===== src/rtl/core/astm_pkg.sv =====
package astm_pkg;

   // Default upper limit on the length of one received buffer.
   localparam int DEFAULT_MAX_BUFFER_BYTES = 1024;

   localparam int TAIL_DEPTH = 6;

   // Control characters of the link protocol.
   localparam logic [7:0] CH_STX = 8'h02;
   localparam logic [7:0] CH_ETX = 8'h03;
   localparam logic [7:0] CH_EOT = 8'h04;
   localparam logic [7:0] CH_ENQ = 8'h05;
   localparam logic [7:0] CH_ACK = 8'h06;
   localparam logic [7:0] CH_LF  = 8'h0A;
   localparam logic [7:0] CH_CR  = 8'h0D;
   localparam logic [7:0] CH_NAK = 8'h15;
   localparam logic [7:0] CH_ETB = 8'h17;

   // Printable characters used by the digit and checksum checks.
   localparam logic [7:0] CH_ZERO    = 8'h30;
   localparam logic [7:0] CH_NINE    = 8'h39;
   localparam logic [7:0] CH_UPPER_A = 8'h41;
   localparam logic [7:0] CH_UPPER_F = 8'h46;
   localparam logic [7:0] CH_LOWER_A = 8'h61;
   localparam logic [7:0] CH_LOWER_F = 8'h66;

   localparam logic [7:0] MAX_FRAME_DIGIT = 8'd7;
   localparam int         MIN_TEXT_BYTES  = 8;

   // Frame type codes.
   localparam logic [2:0] FT_UNKNOWN = 3'd0;
   localparam logic [2:0] FT_ACK     = 3'd1;
   localparam logic [2:0] FT_ENQ     = 3'd2;
   localparam logic [2:0] FT_EOT     = 3'd3;
   localparam logic [2:0] FT_NAK     = 3'd4;
   localparam logic [2:0] FT_TEXT    = 3'd5;

   // Status codes.
   localparam logic [1:0] ST_OK         = 2'd0;
   localparam logic [1:0] ST_MALFORMED  = 2'd1;
   localparam logic [1:0] ST_LF_MISSING = 2'd2;

   typedef struct packed {
      logic [2:0]  frame_type;
      logic [1:0]  status;
      logic [2:0]  frame_seq;
      logic        etx_closed;
      logic [7:0]  received_checksum;
      logic [9:0]  payload_size;
      logic [10:0] frame_length;
   } verdict_type;

endpackage


===== src/rtl/core/astm_req_if.sv =====
interface astm_req_if;
   logic       valid;
   logic       ready;
   logic [7:0] data_byte;
   logic       last_byte;

   modport source (output valid, output data_byte, output last_byte, input ready);
   modport sink (input valid, input data_byte, input last_byte, output ready);
endinterface


===== src/rtl/core/astm_rsp_if.sv =====
interface astm_rsp_if;
   logic        valid;
   logic        ready;
   logic [2:0]  frame_type;
   logic [1:0]  status;
   logic [2:0]  frame_seq;
   logic        etx_closed;
   logic [7:0]  received_checksum;
   logic [9:0]  payload_size;
   logic [10:0] frame_length;

   modport source (output valid, output frame_type, output status, output frame_seq,
                   output etx_closed, output received_checksum, output payload_size,
                   output frame_length, input ready);
   modport sink (input valid, input frame_type, input status, input frame_seq,
                 input etx_closed, input received_checksum, input payload_size,
                 input frame_length, output ready);
endinterface


===== src/rtl/core/astm_frame_judge.sv =====
module astm_frame_judge #(
   parameter int MAX_BUFFER_BYTES = astm_pkg::DEFAULT_MAX_BUFFER_BYTES,
   localparam int CW = $clog2(MAX_BUFFER_BYTES + 2)
) (
   input  logic [7:0]            lead_byte,
   input  logic [7:0]            digit_byte,
   input  logic [CW-1:0]         byte_count,
   input  logic [7:0]            running_sum,
   input  logic [7:0]            tail_history [astm_pkg::TAIL_DEPTH],
   output astm_pkg::verdict_type verdict
);

   localparam int EW = (CW > 11) ? CW : 11;

   function automatic logic is_hex(input logic [7:0] c);
      return (c >= astm_pkg::CH_ZERO && c <= astm_pkg::CH_NINE) ||
             (c >= astm_pkg::CH_UPPER_A && c <= astm_pkg::CH_UPPER_F) ||
             (c >= astm_pkg::CH_LOWER_A && c <= astm_pkg::CH_LOWER_F);
   endfunction

   function automatic logic [3:0] hex_value(input logic [7:0] c);
      logic [7:0] v;
      if (c >= astm_pkg::CH_ZERO && c <= astm_pkg::CH_NINE) begin
         v = c - astm_pkg::CH_ZERO;
      end else if (c >= astm_pkg::CH_UPPER_A && c <= astm_pkg::CH_UPPER_F) begin
         v = c - astm_pkg::CH_UPPER_A + 8'd10;
      end else begin
         v = c - astm_pkg::CH_LOWER_A + 8'd10;
      end
      return v[3:0];
   endfunction

   logic [EW-1:0] count_ext;
   logic [7:0]    digit_value;
   logic [7:0]    checksum;
   logic [7:0]    body_sum;
   logic          size_bad;
   logic          trailer_bad;

   assign count_ext   = EW'(byte_count);
   assign digit_value = digit_byte - astm_pkg::CH_ZERO;
   assign checksum    = {hex_value(tail_history[3]), hex_value(tail_history[2])};
   // The running sum covers every byte after STX; take off the CR, LF and
   // the two checksum digits to leave the span from the frame digit to ETB/ETX.
   assign body_sum    = running_sum - tail_history[0] - tail_history[1] -
                        tail_history[2] - tail_history[3];
   assign size_bad    = (count_ext < EW'(astm_pkg::MIN_TEXT_BYTES)) ||
                        (count_ext > EW'(MAX_BUFFER_BYTES));
   assign trailer_bad = (tail_history[1] != astm_pkg::CH_CR) ||
                        !is_hex(tail_history[2]) || !is_hex(tail_history[3]) ||
                        ((tail_history[4] != astm_pkg::CH_ETB) &&
                         (tail_history[4] != astm_pkg::CH_ETX)) ||
                        (tail_history[5] != astm_pkg::CH_CR);

   always_comb begin
      verdict = '0;
      case (lead_byte)
         astm_pkg::CH_ACK: begin
            verdict.frame_type   = astm_pkg::FT_ACK;
            verdict.frame_length = 11'd1;
         end
         astm_pkg::CH_ENQ: begin
            verdict.frame_type   = astm_pkg::FT_ENQ;
            verdict.frame_length = 11'd1;
         end
         astm_pkg::CH_EOT: begin
            verdict.frame_type   = astm_pkg::FT_EOT;
            verdict.frame_length = 11'd1;
         end
         astm_pkg::CH_NAK: begin
            verdict.frame_type   = astm_pkg::FT_NAK;
            verdict.frame_length = 11'd1;
         end
         astm_pkg::CH_STX: begin
            if (size_bad || digit_value > astm_pkg::MAX_FRAME_DIGIT) begin
               verdict.status = astm_pkg::ST_MALFORMED;
            end else if (tail_history[0] != astm_pkg::CH_LF) begin
               verdict.status = astm_pkg::ST_LF_MISSING;
            end else if (trailer_bad || body_sum != checksum) begin
               verdict.status = astm_pkg::ST_MALFORMED;
            end else begin
               verdict.frame_type        = astm_pkg::FT_TEXT;
               verdict.frame_seq         = digit_value[2:0];
               verdict.etx_closed        = (tail_history[4] == astm_pkg::CH_ETX);
               verdict.received_checksum = checksum;
               verdict.payload_size      =
                  10'(count_ext - EW'(astm_pkg::MIN_TEXT_BYTES));
               verdict.frame_length      = 11'(count_ext);
            end
         end
         default: begin
            verdict.status = astm_pkg::ST_MALFORMED;
         end
      endcase
   end

endmodule


===== src/rtl/core/astm_e1381_frame_parser.sv =====
// Takes one byte per cycle, back to back, with no bubbles between buffers, except
// while the snapshot is held up as described below. The verdict of the last-byte
// beat passes through the buffer snapshot register and then the result register.
// Bytes without the last flag give no result; while a verdict waits in the
// snapshot behind a stalled result, no beat is taken. Synchronous active-high
// reset clears the accumulators and both valid flags; nothing needs a clearing pass.
module astm_e1381_frame_parser #(
   parameter int MAX_BUFFER_BYTES = astm_pkg::DEFAULT_MAX_BUFFER_BYTES
) (
   input logic         clock,
   input logic         reset,
   astm_req_if.sink    req_bus,
   astm_rsp_if.source  rsp_bus
);

   localparam int CW    = $clog2(MAX_BUFFER_BYTES + 2);
   localparam int DEPTH = astm_pkg::TAIL_DEPTH;

   // Accumulators for the buffer being received.
   logic [7:0]    lead_ff, lead_in;
   logic [7:0]    digit_ff, digit_in;
   logic [CW-1:0] count_ff, count_in;
   logic [7:0]    sum_ff, sum_in;
   logic [7:0]    tail_ff [DEPTH];
   logic [7:0]    tail_in [DEPTH];

   // Snapshot of a finished buffer, waiting for its verdict.
   logic          snap_valid_ff, snap_valid_in;
   logic [7:0]    snap_lead_ff;
   logic [7:0]    snap_digit_ff;
   logic [CW-1:0] snap_count_ff;
   logic [7:0]    snap_sum_ff;
   logic [7:0]    snap_tail_ff [DEPTH];

   logic                  rsp_valid_ff, rsp_valid_in;
   astm_pkg::verdict_type rsp_data_ff;
   astm_pkg::verdict_type verdict;

   logic accept;
   logic advance;

   assign advance       = snap_valid_ff && (!rsp_valid_ff || rsp_bus.ready);
   assign req_bus.ready = !snap_valid_ff || advance;
   assign accept        = req_bus.valid && req_bus.ready;

   always_comb begin
      lead_in  = (count_ff == '0) ? req_bus.data_byte : lead_ff;
      digit_in = (count_ff == CW'(1)) ? req_bus.data_byte : digit_ff;
      sum_in   = (count_ff == '0) ? sum_ff : sum_ff + req_bus.data_byte;
      count_in = (count_ff <= CW'(MAX_BUFFER_BYTES)) ? count_ff + CW'(1) : count_ff;
      tail_in[0] = req_bus.data_byte;
      for (int i = 1; i < DEPTH; i++) begin
         tail_in[i] = tail_ff[i-1];
      end
   end

   always_ff @(posedge clock) begin
      if (reset) begin
         lead_ff  <= '0;
         digit_ff <= '0;
         count_ff <= '0;
         sum_ff   <= '0;
         for (int i = 0; i < DEPTH; i++) begin
            tail_ff[i] <= '0;
         end
      end else if (accept) begin
         if (req_bus.last_byte) begin
            lead_ff  <= '0;
            digit_ff <= '0;
            count_ff <= '0;
            sum_ff   <= '0;
            for (int i = 0; i < DEPTH; i++) begin
               tail_ff[i] <= '0;
            end
         end else begin
            lead_ff  <= lead_in;
            digit_ff <= digit_in;
            count_ff <= count_in;
            sum_ff   <= sum_in;
            tail_ff  <= tail_in;
         end
      end
   end

   always_comb begin
      snap_valid_in = snap_valid_ff;
      if (accept && req_bus.last_byte) begin
         snap_valid_in = 1'b1;
      end else if (advance) begin
         snap_valid_in = 1'b0;
      end
      rsp_valid_in = rsp_valid_ff;
      if (advance) begin
         rsp_valid_in = 1'b1;
      end else if (rsp_bus.ready) begin
         rsp_valid_in = 1'b0;
      end
   end

   always_ff @(posedge clock) begin
      if (reset) begin
         snap_valid_ff <= 1'b0;
         rsp_valid_ff  <= 1'b0;
      end else begin
         snap_valid_ff <= snap_valid_in;
         rsp_valid_ff  <= rsp_valid_in;
      end
   end

   always_ff @(posedge clock) begin
      if (accept && req_bus.last_byte) begin
         snap_lead_ff  <= lead_in;
         snap_digit_ff <= digit_in;
         snap_count_ff <= count_in;
         snap_sum_ff   <= sum_in;
         snap_tail_ff  <= tail_in;
      end
      if (advance) begin
         rsp_data_ff <= verdict;
      end
   end

   astm_frame_judge #(
      .MAX_BUFFER_BYTES (MAX_BUFFER_BYTES)
   ) u_judge (
      .lead_byte    (snap_lead_ff),
      .digit_byte   (snap_digit_ff),
      .byte_count   (snap_count_ff),
      .running_sum  (snap_sum_ff),
      .tail_history (snap_tail_ff),
      .verdict      (verdict)
   );

   assign rsp_bus.valid             = rsp_valid_ff;
   assign rsp_bus.frame_type        = rsp_data_ff.frame_type;
   assign rsp_bus.status            = rsp_data_ff.status;
   assign rsp_bus.frame_seq         = rsp_data_ff.frame_seq;
   assign rsp_bus.etx_closed        = rsp_data_ff.etx_closed;
   assign rsp_bus.received_checksum = rsp_data_ff.received_checksum;
   assign rsp_bus.payload_size      = rsp_data_ff.payload_size;
   assign rsp_bus.frame_length      = rsp_data_ff.frame_length;

   // The byte counter saturates one above the limit.
   a_count_bounded: assert property (@(posedge clock) disable iff (reset)
      count_ff <= CW'(MAX_BUFFER_BYTES + 1))
      else $error("byte counter ran past its saturation value");

   // A last-byte beat always lands in the snapshot register.
   a_last_snapped: assert property (@(posedge clock) disable iff (reset)
      accept && req_bus.last_byte |=> snap_valid_ff)
      else $error("finished buffer not captured");

   // A verdict moved out of the snapshot is offered on the next cycle.
   a_advance_shows: assert property (@(posedge clock) disable iff (reset)
      advance |=> rsp_valid_ff)
      else $error("verdict lost between snapshot and result register");

   // A failed frame carries no length and an unknown frame type.
   a_error_zeroed: assert property (@(posedge clock) disable iff (reset)
      rsp_valid_ff && rsp_data_ff.status != astm_pkg::ST_OK |->
         rsp_data_ff.frame_length == '0 && rsp_data_ff.frame_type == astm_pkg::FT_UNKNOWN)
      else $error("error verdict with non-zero fields");

   // A good text frame is at least as long as its fixed framing.
   a_text_length: assert property (@(posedge clock) disable iff (reset)
      rsp_valid_ff && rsp_data_ff.frame_type == astm_pkg::FT_TEXT |->
         rsp_data_ff.status == astm_pkg::ST_OK &&
         (rsp_data_ff.frame_length >= 11'(astm_pkg::MIN_TEXT_BYTES) ||
          MAX_BUFFER_BYTES > 2047))
      else $error("text verdict shorter than its framing");

endmodule


===== src/flat_wrapper.sv =====
// flat-port wrapper written by rule: the top's interface ports become plain ports
module astm_e1381_frame_parser_flat 
#(
   parameter int MAX_BUFFER_BYTES = astm_pkg::DEFAULT_MAX_BUFFER_BYTES
)
  (clock, reset, req_bus_valid, req_bus_data_byte, req_bus_last_byte, req_bus_ready, rsp_bus_valid, rsp_bus_frame_type, rsp_bus_status, rsp_bus_frame_seq, rsp_bus_etx_closed, rsp_bus_received_checksum, rsp_bus_payload_size, rsp_bus_frame_length, rsp_bus_ready);
  astm_req_if req_bus_i ();
  astm_rsp_if rsp_bus_i ();
  input logic clock;
  input logic reset;
  input wire logic [$bits(req_bus_i.valid)-1:0] req_bus_valid;
  input wire logic [$bits(req_bus_i.data_byte)-1:0] req_bus_data_byte;
  input wire logic [$bits(req_bus_i.last_byte)-1:0] req_bus_last_byte;
  output wire logic [$bits(req_bus_i.ready)-1:0] req_bus_ready;
  output wire logic [$bits(rsp_bus_i.valid)-1:0] rsp_bus_valid;
  output wire logic [$bits(rsp_bus_i.frame_type)-1:0] rsp_bus_frame_type;
  output wire logic [$bits(rsp_bus_i.status)-1:0] rsp_bus_status;
  output wire logic [$bits(rsp_bus_i.frame_seq)-1:0] rsp_bus_frame_seq;
  output wire logic [$bits(rsp_bus_i.etx_closed)-1:0] rsp_bus_etx_closed;
  output wire logic [$bits(rsp_bus_i.received_checksum)-1:0] rsp_bus_received_checksum;
  output wire logic [$bits(rsp_bus_i.payload_size)-1:0] rsp_bus_payload_size;
  output wire logic [$bits(rsp_bus_i.frame_length)-1:0] rsp_bus_frame_length;
  input wire logic [$bits(rsp_bus_i.ready)-1:0] rsp_bus_ready;
  assign req_bus_i.valid = req_bus_valid;
  assign req_bus_i.data_byte = req_bus_data_byte;
  assign req_bus_i.last_byte = req_bus_last_byte;
  assign req_bus_ready = req_bus_i.ready;
  assign rsp_bus_valid = rsp_bus_i.valid;
  assign rsp_bus_frame_type = rsp_bus_i.frame_type;
  assign rsp_bus_status = rsp_bus_i.status;
  assign rsp_bus_frame_seq = rsp_bus_i.frame_seq;
  assign rsp_bus_etx_closed = rsp_bus_i.etx_closed;
  assign rsp_bus_received_checksum = rsp_bus_i.received_checksum;
  assign rsp_bus_payload_size = rsp_bus_i.payload_size;
  assign rsp_bus_frame_length = rsp_bus_i.frame_length;
  assign rsp_bus_i.ready = rsp_bus_ready;
  astm_e1381_frame_parser #(.MAX_BUFFER_BYTES(MAX_BUFFER_BYTES)) u_core (.clock(clock), .reset(reset), .req_bus(req_bus_i), .rsp_bus(rsp_bus_i));
endmodule

===== config.mk =====
export PLATFORM = sky130hd
export DESIGN_NAME = astm_e1381_frame_parser_flat
export DESIGN_NICKNAME = d
export VERILOG_FILES = /design/src/rtl/core/astm_pkg.sv /design/src/rtl/core/astm_req_if.sv /design/src/rtl/core/astm_rsp_if.sv /design/src/rtl/core/astm_frame_judge.sv /design/src/rtl/core/astm_e1381_frame_parser.sv /design/src/flat_wrapper.sv
export SDC_FILE = /design/constraint.sdc
export NUM_CORES = 1
export LEC_CHECK = 0
export BUFFER_PORTS_ARGS = -buffer_cell sky130_fd_sc_hd__buf_2
export CAP_MARGIN = 20
export CORE_MARGIN = 2
export CORE_UTILIZATION = 60
export CTS_BUF_LIST = sky130_fd_sc_hd__clkbuf_8
export CTS_CLUSTER_SIZE = 16
export DETAILED_ROUTE_END_ITERATION = 8
export GPL_ROUTABILITY_DRIVEN = 0
export PLACE_DENSITY = 0.8
export SLEW_MARGIN = 20
export SYNTH_ARGS = -nofsm -noshare
export SYNTH_HDL_FRONTEND = slang
export SYNTH_HIERARCHICAL = 1
export SYNTH_SLANG_ARGS = --single-unit

===== constraint.sdc =====
create_clock -name clock -period 6 [get_ports clock]
set_input_delay 0.3 -clock clock [delete_from_list [all_inputs] [get_ports clock]]
set_output_delay 0.3 -clock clock [all_outputs]
set_load 0.1 [all_outputs]

== Yosys cells after proc, flatten, opt, wreduce, memory -nomap -nowiden ==
Index checks and enable logic that the tools add are counted.
Word-level totals
  register bits: 198
  output and inout bits: 40
Operators by class
  add/subtract/negate cells: 18
  magnitude comparators: 16
  eq/ne operators: 13
  multiplexer cells: 29
  bitwise gates (word level): 1
  reductions and logical operators: 32
Operators by type and width (number)
  11-bit 2-to-1 mux: 5
  48-bit 2-to-1 mux: 1
  8-bit 2-to-1 mux: 6
  8-bit by 7-bit greater-or-equal comparator with 1-bit output, second input constant: 4
  8-bit by 7-bit less-or-equal comparator with 1-bit output, second input constant: 4
  8-bit subtractor: 4
  8-bit by 3-bit equality test with 1-bit output, second input constant: 3
  8-bit by 4-bit != test with 1-bit output, second input constant: 3
  4-bit by 1-bit subtractor with 4-bit output, second input constant: 6
  11-bit case mux with 2 select lines: 1
  4-bit adder, second input constant: 4
  8-bit by 2-bit equality test with 1-bit output, second input constant: 2
  8-bit by 6-bit greater-or-equal comparator with 1-bit output, second input constant: 2
  8-bit by 6-bit less-or-equal comparator with 1-bit output, second input constant: 2
  4-bit 2-to-1 mux: 4
  3-bit case mux with 5 select lines: 1
  1-bit logical OR: 13
  11-bit by 1-bit adder with 11-bit output, second input constant: 1
  11-bit by 1-bit equality test with 1-bit output, second input constant: 1
  11-bit greater-than comparator, second input constant: 1
  11-bit less-or-equal comparator, second input constant: 1
  11-bit zero test: 1
  11-bit by 4-bit < comparator with 1-bit output, second input constant: 1
  1-bit logical AND: 10
  other kinds (16): 28

== Longest topological paths before layout ==
  depth in word-level cells: 14
  depth in mapped cells: 17
  mapped depth without buffers: 16

== By module ==
Netlist, hierarchy kept.
Modules (own cells, without submodules)
  astm_e1381_frame_parser: times used 1, cells an instance 595, area each 7383.3 um^2, sequential area each 5175.0 um^2
  astm_frame_judge: times used 1, cells an instance 255, area each 2100.8 um^2, sequential area each 0.0 um^2

== Least setup slack after synthesis ==
OpenSTA, ideal clock, no wires.
  kind: register to register
  from: register u_core.rsp_valid_ff, in the netlist u_core/rsp_bus.valid
  to: register u_core.snap_count_ff[0], enable pin
  data arrival time: 5.715 ns
  required time: 5.475 ns
  slack: -0.241 ns
  stages on the path, launching flop included: 5
  path buffers: 1
  cell sequence: dfxtp_1 nand3b_1 nand2_1 clkbuf_1 nor2_1
On the way
  cells in the longest elaborated chain, start to end: 6
Ends and longest elaborated chain
  start: declaration: RTL line astm_e1381_frame_parser.sv:35  | logic rsp_valid_ff, rsp_valid_in;
  start signal: assignment: RTL line astm_e1381_frame_parser.sv:106  | rsp_valid_ff <= rsp_valid_in;
  1-bit zero test: RTL line astm_e1381_frame_parser.sv:42  | assign advance = snap_valid_ff && (!rsp_valid_ff || rsp_bus.ready);
  1-bit logical OR: RTL line astm_e1381_frame_parser.sv:42
  1-bit logical AND: RTL line astm_e1381_frame_parser.sv:42
  1-bit logical OR: RTL line astm_e1381_frame_parser.sv:43  | assign req_bus.ready = !snap_valid_ff || advance;
  named net req_bus_ready: RTL line flat_wrapper.sv:14  | output wire logic [$bits(req_bus_i.ready)-1:0] req_bus_ready;
  1-bit logical AND: RTL line astm_e1381_frame_parser.sv:44  | assign accept = req_bus.valid && req_bus.ready;
  1-bit logical AND: RTL line astm_e1381_frame_parser.sv:111  | if (accept && req_bus.last_byte) begin
  end signal: assignment: RTL line astm_e1381_frame_parser.sv:114  | snap_count_ff <= count_in;
  end: declaration: RTL line astm_e1381_frame_parser.sv:31  | logic [CW-1:0] snap_count_ff;
The timed path passes the listed nets, and every way through them passes these cells.
A chain may end at the register's enable or synchronous reset.

== Worst setup path in the final report ==
  from: register u_core/snap_tail_ff[24] (netlist name)
  to: register u_core.rsp_data_ff (netlist bit u_core/rsp_bus.payload_size[5]), data pin
On the way
  cells in the longest elaborated chain, start to end: 11
  elaborated cells on any way between the ends: 28
Ends and longest elaborated chain
  start: declaration: RTL line astm_e1381_frame_parser.sv:33  | logic [7:0] snap_tail_ff [DEPTH];
  start signal: assignment: RTL line astm_e1381_frame_parser.sv:116  | snap_tail_ff <= tail_in;
  branches (longest 9 deep; another with 8-bit subtractor)
  1-bit logical OR (*): RTL line astm_frame_judge.sv:79  | end else if (trailer_bad || body_sum != checksum) begin
  4-bit OR reduction (no source line) (*)
  end signal: assignment: RTL line astm_e1381_frame_parser.sv:119  | rsp_data_ff <= verdict;
  end: declaration: RTL line astm_e1381_frame_parser.sv:36  | astm_pkg::verdict_type rsp_data_ff;
Mark *: on every way between the ends.

==> qor.csv <==
stage;metric;value;unit
outcome;outcome;complete, no violations;
grt;residual overflow from global routing;0;
route;wire per inst;17.8;µm
logic_synthesis;largest family of logic cells by synthesized area;simple AND/OR/NAND/NOR gates;
pwr;Max rail drop VDD;0.177;mV
timing;number of pins with negative max-slew slack in the final report;0;
floorplan;full die area;16800;µm²
placement;number of port buffers;52;
timing;final setup skew;0.0133;ns
route;Avg Vias per Cell;5.90;
route;count of nets left with antenna violations after detail routing;0;
timing;minimum clock period;5.23;ns
setup_path;delay of the slowest cell on the worst path;0.58;ns
logic_synthesis;Synth area leader;sky130_fd_sc_hd__edfxtp_1;
logic_synthesis;Synth top area share;38.3;%
clocking;clock-pin slew of the registers on the worst-case setup and hold paths;0.10;ns
route;number of detailed-routing iterations run before antenna repair;5;
logic_synthesis;EDFF count, synth;121;
final_layout;final instance area;10400;µm²
setup_path;arrival time at the worst endpoint;5.52;ns
logic_synthesis;biggest area contributors in the synthesized netlist;sky130_fd_sc_hd__edfxtp_1 38%, sky130_fd_sc_hd__dfxtp_1 16%, sky130_fd_sc_hd__fa_1 4.6%, sky130_fd_sc_hd__nor4_2 4.0%, sky130_fd_sc_hd__a21oi_1 3.6%;
logic_synthesis;Adder-Cell Fraction of Synth Area;8.21;%
timing;setup tns final;0;ns
setup_path;cell-by-cell trace of the critical path;inv_1, fa_1, inv_1, fa_1, fa_1, inv_1, ha_1, or2_2, fa_1, a21o_1, a21oi_1, xnor2_1, xnor2_1, nor4_2, nand4_2, buf_4, nor4_1;
logic_synthesis;average cell area after synthesis;11.2;µm²
floorplan;vertical extent of the die;130;µm
logic_synthesis;mux contribution to synthesized area;1.04;%
grt;initial antenna violation count;0;
final_layout;fraction of layout instances using a drive strength above 1;15.3;%
logic_synthesis;syn nets;912;
clocking;Setup Buffers After CTS;0;
final_layout;# diodes;0;
setup_path;kind of critical path;reg2reg;
timing;Final setup viols;0;
grt;vias in the first global route;5961;
timing;worst slew margin relative to its limit;30.8;%
logic_synthesis;Post-Synthesis Cells;850;
pwr;P_leak;4.02;nW
logic_synthesis;area of the mapped netlist;9480;µm²
clocking;clock buffer count from CTS;17;
timing;endpoints failing hold;0;
clocking;Resize count post-CTS;0;
clocking;clock buffer depth;2;
setup_path;CP max stage cell;sky130_fd_sc_hd__nand4_2;
clocking;Sink Count;198;
floorplan;Initial Utilization;61.9;%
route;total vias in the final route;6590;
setup_path;most used cell, CP;sky130_fd_sc_hd__fa_1;
clocking;clock tree from TritonCTS;yes;
logic_synthesis;list of most frequent post-synthesis cells;121 x sky130_fd_sc_hd__edfxtp_1, 80 x sky130_fd_sc_hd__nand2_1, 77 x sky130_fd_sc_hd__dfxtp_1;
clocking;clk root buf;sky130_fd_sc_hd__clkbuf_8;
pwr;power density cells;280;nW/µm²
timing;setup repair after global routing missed its margin;false;
floorplan;core area;15300;µm²
hold_path;worst min-delay path class;in2reg;
route;uppermost metal layer occupied by signal nets;met4;
final_layout;synthesis-to-layout area growth;9.49;%
setup_path;CP Data Required Time;6.29;ns
route;Remaining DRCs;0;
timing;slew at the pin with the worst max-slew slack;1.04;ns
grt;first-pass GRT wire length;31.8;mm
placement;total placed instance area;9980;µm²
timing;Hold WS;0.0451;ns
timing;period utilization;87.2;%
logic_synthesis;post-synthesis share of cell area spent on xor and xnor gates;4.06;%
logic_synthesis;share of synthesized area occupied by flip-flops and latches;54.6;%
logic_synthesis;synthesized-area fraction occupied by ao, oa, aoi and oai cells;10.3;%
setup_path;Crit. End Element;flip-flop;
route;detailed-route wire length on metal 1;8.89;mm
setup_path;cell class contributing the biggest share of worst-path delay;adder cells;
logic_synthesis;number of storage elements in the synthesis netlist;198;
logic_synthesis;most used standard cell by instance count after synthesis;sky130_fd_sc_hd__edfxtp_1;
setup_path;critical-path maximum fanout;19;
clocking;number of H-tree levels;4;
logic_synthesis;count of different cell masters after synthesis;63;
floorplan;number of top-level pins;53;
logic_synthesis;share of synthesized registers carrying an async set or reset;0;%
route;detailed-routed wire length on met2;9.31;mm
floorplan;Die Width;130;µm
logic_synthesis;area fraction in and, or, nand and nor cells after synthesis;17.7;%
clocking;# hold bufs at CTS;0;
timing;highest attainable clock frequency;191;MHz
route;Routed met3 length;1.36;mm
clocking;clock latency at the later pin of the worst-skew pair;0.47;ns
route;DRT iter0 DRCs;528;
floorplan;cell row count;45;
final_layout;Final #Nets;955;
job;number of maximum-capacitance constraint violations;0;
setup_path;Worst Setup Start Kind;flip-flop;
placement;HPWL after detailed placement;13.7;mm
grt;Tot GR Track Use;24.9;%
grt;maximum number of pins on one net before global-route repair;84;
logic_synthesis;Yosys warning total;6;
logic_synthesis;leading register cell type out of synthesis;sky130_fd_sc_hd__edfxtp_1;
setup_path;Buf+Inv Stages, Crit Path;4;
pwr;post-layout total power;2.91;mW
route;detailed-route wire length;19.9;mm
-- power breakdown --
part	switching, mW	internal [mW]
Sequential	0.0226	1.48
Combinational	0.385	0.174
Clock	0.467	0.387
-- logic make-up after synthesis --
kind of cell               after synthesis
AOI/OAI and AO/OA                      156
xor gates and xnor gates                44
adders and majority gates               49
buffers and inverters                  102
DFF                                    198
muxes                                    9
and+or+nand+nor                        292
-- registers in the layout (all words and copies together) (netlist names), 10 cells and up --
register and flops:
u_core/tail_ff 40, u_core/rsp_bus.frame_length 11, u_core/count_ff 11, u_core/snap_count_ff 11
u_core/snap_tail_ff 48, u_core/rsp_bus.payload_size 10
-- worst reg2reg max path, stage by stage (launching register included) --
cell and delay (ns):
sky130_fd_sc_hd__edfxtp_1 0.46, sky130_fd_sc_hd__inv_1 0.15, sky130_fd_sc_hd__fa_1 0.43, sky130_fd_sc_hd__inv_1 0.09
sky130_fd_sc_hd__fa_1 0.43, sky130_fd_sc_hd__fa_1 0.52, sky130_fd_sc_hd__inv_1 0.07, sky130_fd_sc_hd__ha_1 0.18
sky130_fd_sc_hd__or2_2 0.28, sky130_fd_sc_hd__fa_1 0.40, sky130_fd_sc_hd__a21o_1 0.17, sky130_fd_sc_hd__a21oi_1 0.20
sky130_fd_sc_hd__xnor2_1 0.17, sky130_fd_sc_hd__xnor2_1 0.10, sky130_fd_sc_hd__nor4_2 0.17, sky130_fd_sc_hd__nand4_2 0.58
sky130_fd_sc_hd__buf_4 0.42, sky130_fd_sc_hd__nor4_1 0.25
-- metal layers --
metal | vias up | track usage, %
li1 | 3123 | -
met1 | 3180 | 36.3
met2 | 261 | 38.0
met3 | 26 | 5.04
met4 | 0 | 8.22
met5 | - | 0
-- worst paths after layout --
path | from | to | slack [ns] | cells past startpoint
hold / removal | req_bus_data_byte[7] | u_core/snap_tail_ff[47] | 0.05 | 1
hold reg to reg | u_core/tail_ff[9] | u_core/snap_tail_ff[1] | 0.44 | 0
setup reg to reg | u_core/snap_tail_ff[24] | u_core/rsp_bus.payload_size[5] | 0.77 | 17
setup / recovery | u_core/snap_tail_ff[24] | u_core/rsp_bus.payload_size[5] | 0.77 | 17
-- through the flow --
stage | utilization, % | instances | worst slack (ns)
floorplan | - | 850 | 1.16
global placement | 65.0 | 1084 | 0.950
detailed placement | 65.2 | 1085 | 0.779
CTS | 67.8 | 1117 | 0.773
global route | 67.8 | 1117 | 0.441
finish | 67.8 | 1117 | 0.769
-- area by class of cell --
class / instances / area, µm²
Clock buffer: 18 / 248
Multi-Input combinational cell: 550 / 3940
Sequential cell: 198 / 5170
Inverter: 62 / 233
Fill cell: 1188 / 4930
Tap cell: 211 / 264
Timing Repair Buffer: 64 / 370
Clock inverter: 14 / 153
-- layout by cell type (no fill, tap or decap), drive strengths merged, types with 4 or more instances in the layout --
cell type,Yosys,routed
edfxtp,121,121
nand2,80,80
dfxtp,77,77
nor2,76,76
a21oi,69,69
inv,62,68
buf,7,64
nor4,38,38
and3,36,36
xnor2,35,35
ha,27,27
o21ai,26,26
fa,22,22
a22oi,21,21
clkbuf,33,18
nand3,12,12
nand4,10,10
xor2,9,9
nor2b,8,8
mux2,7,7
a21o,6,6
a2111oi,5,5
or3,5,5
clkinv,0,5
o31ai,5,5
nand3b,4,4
and2,4,4
nor3,4,4
nor4b,4,4
No activity file was read; power rests on OpenSTA's default activity.
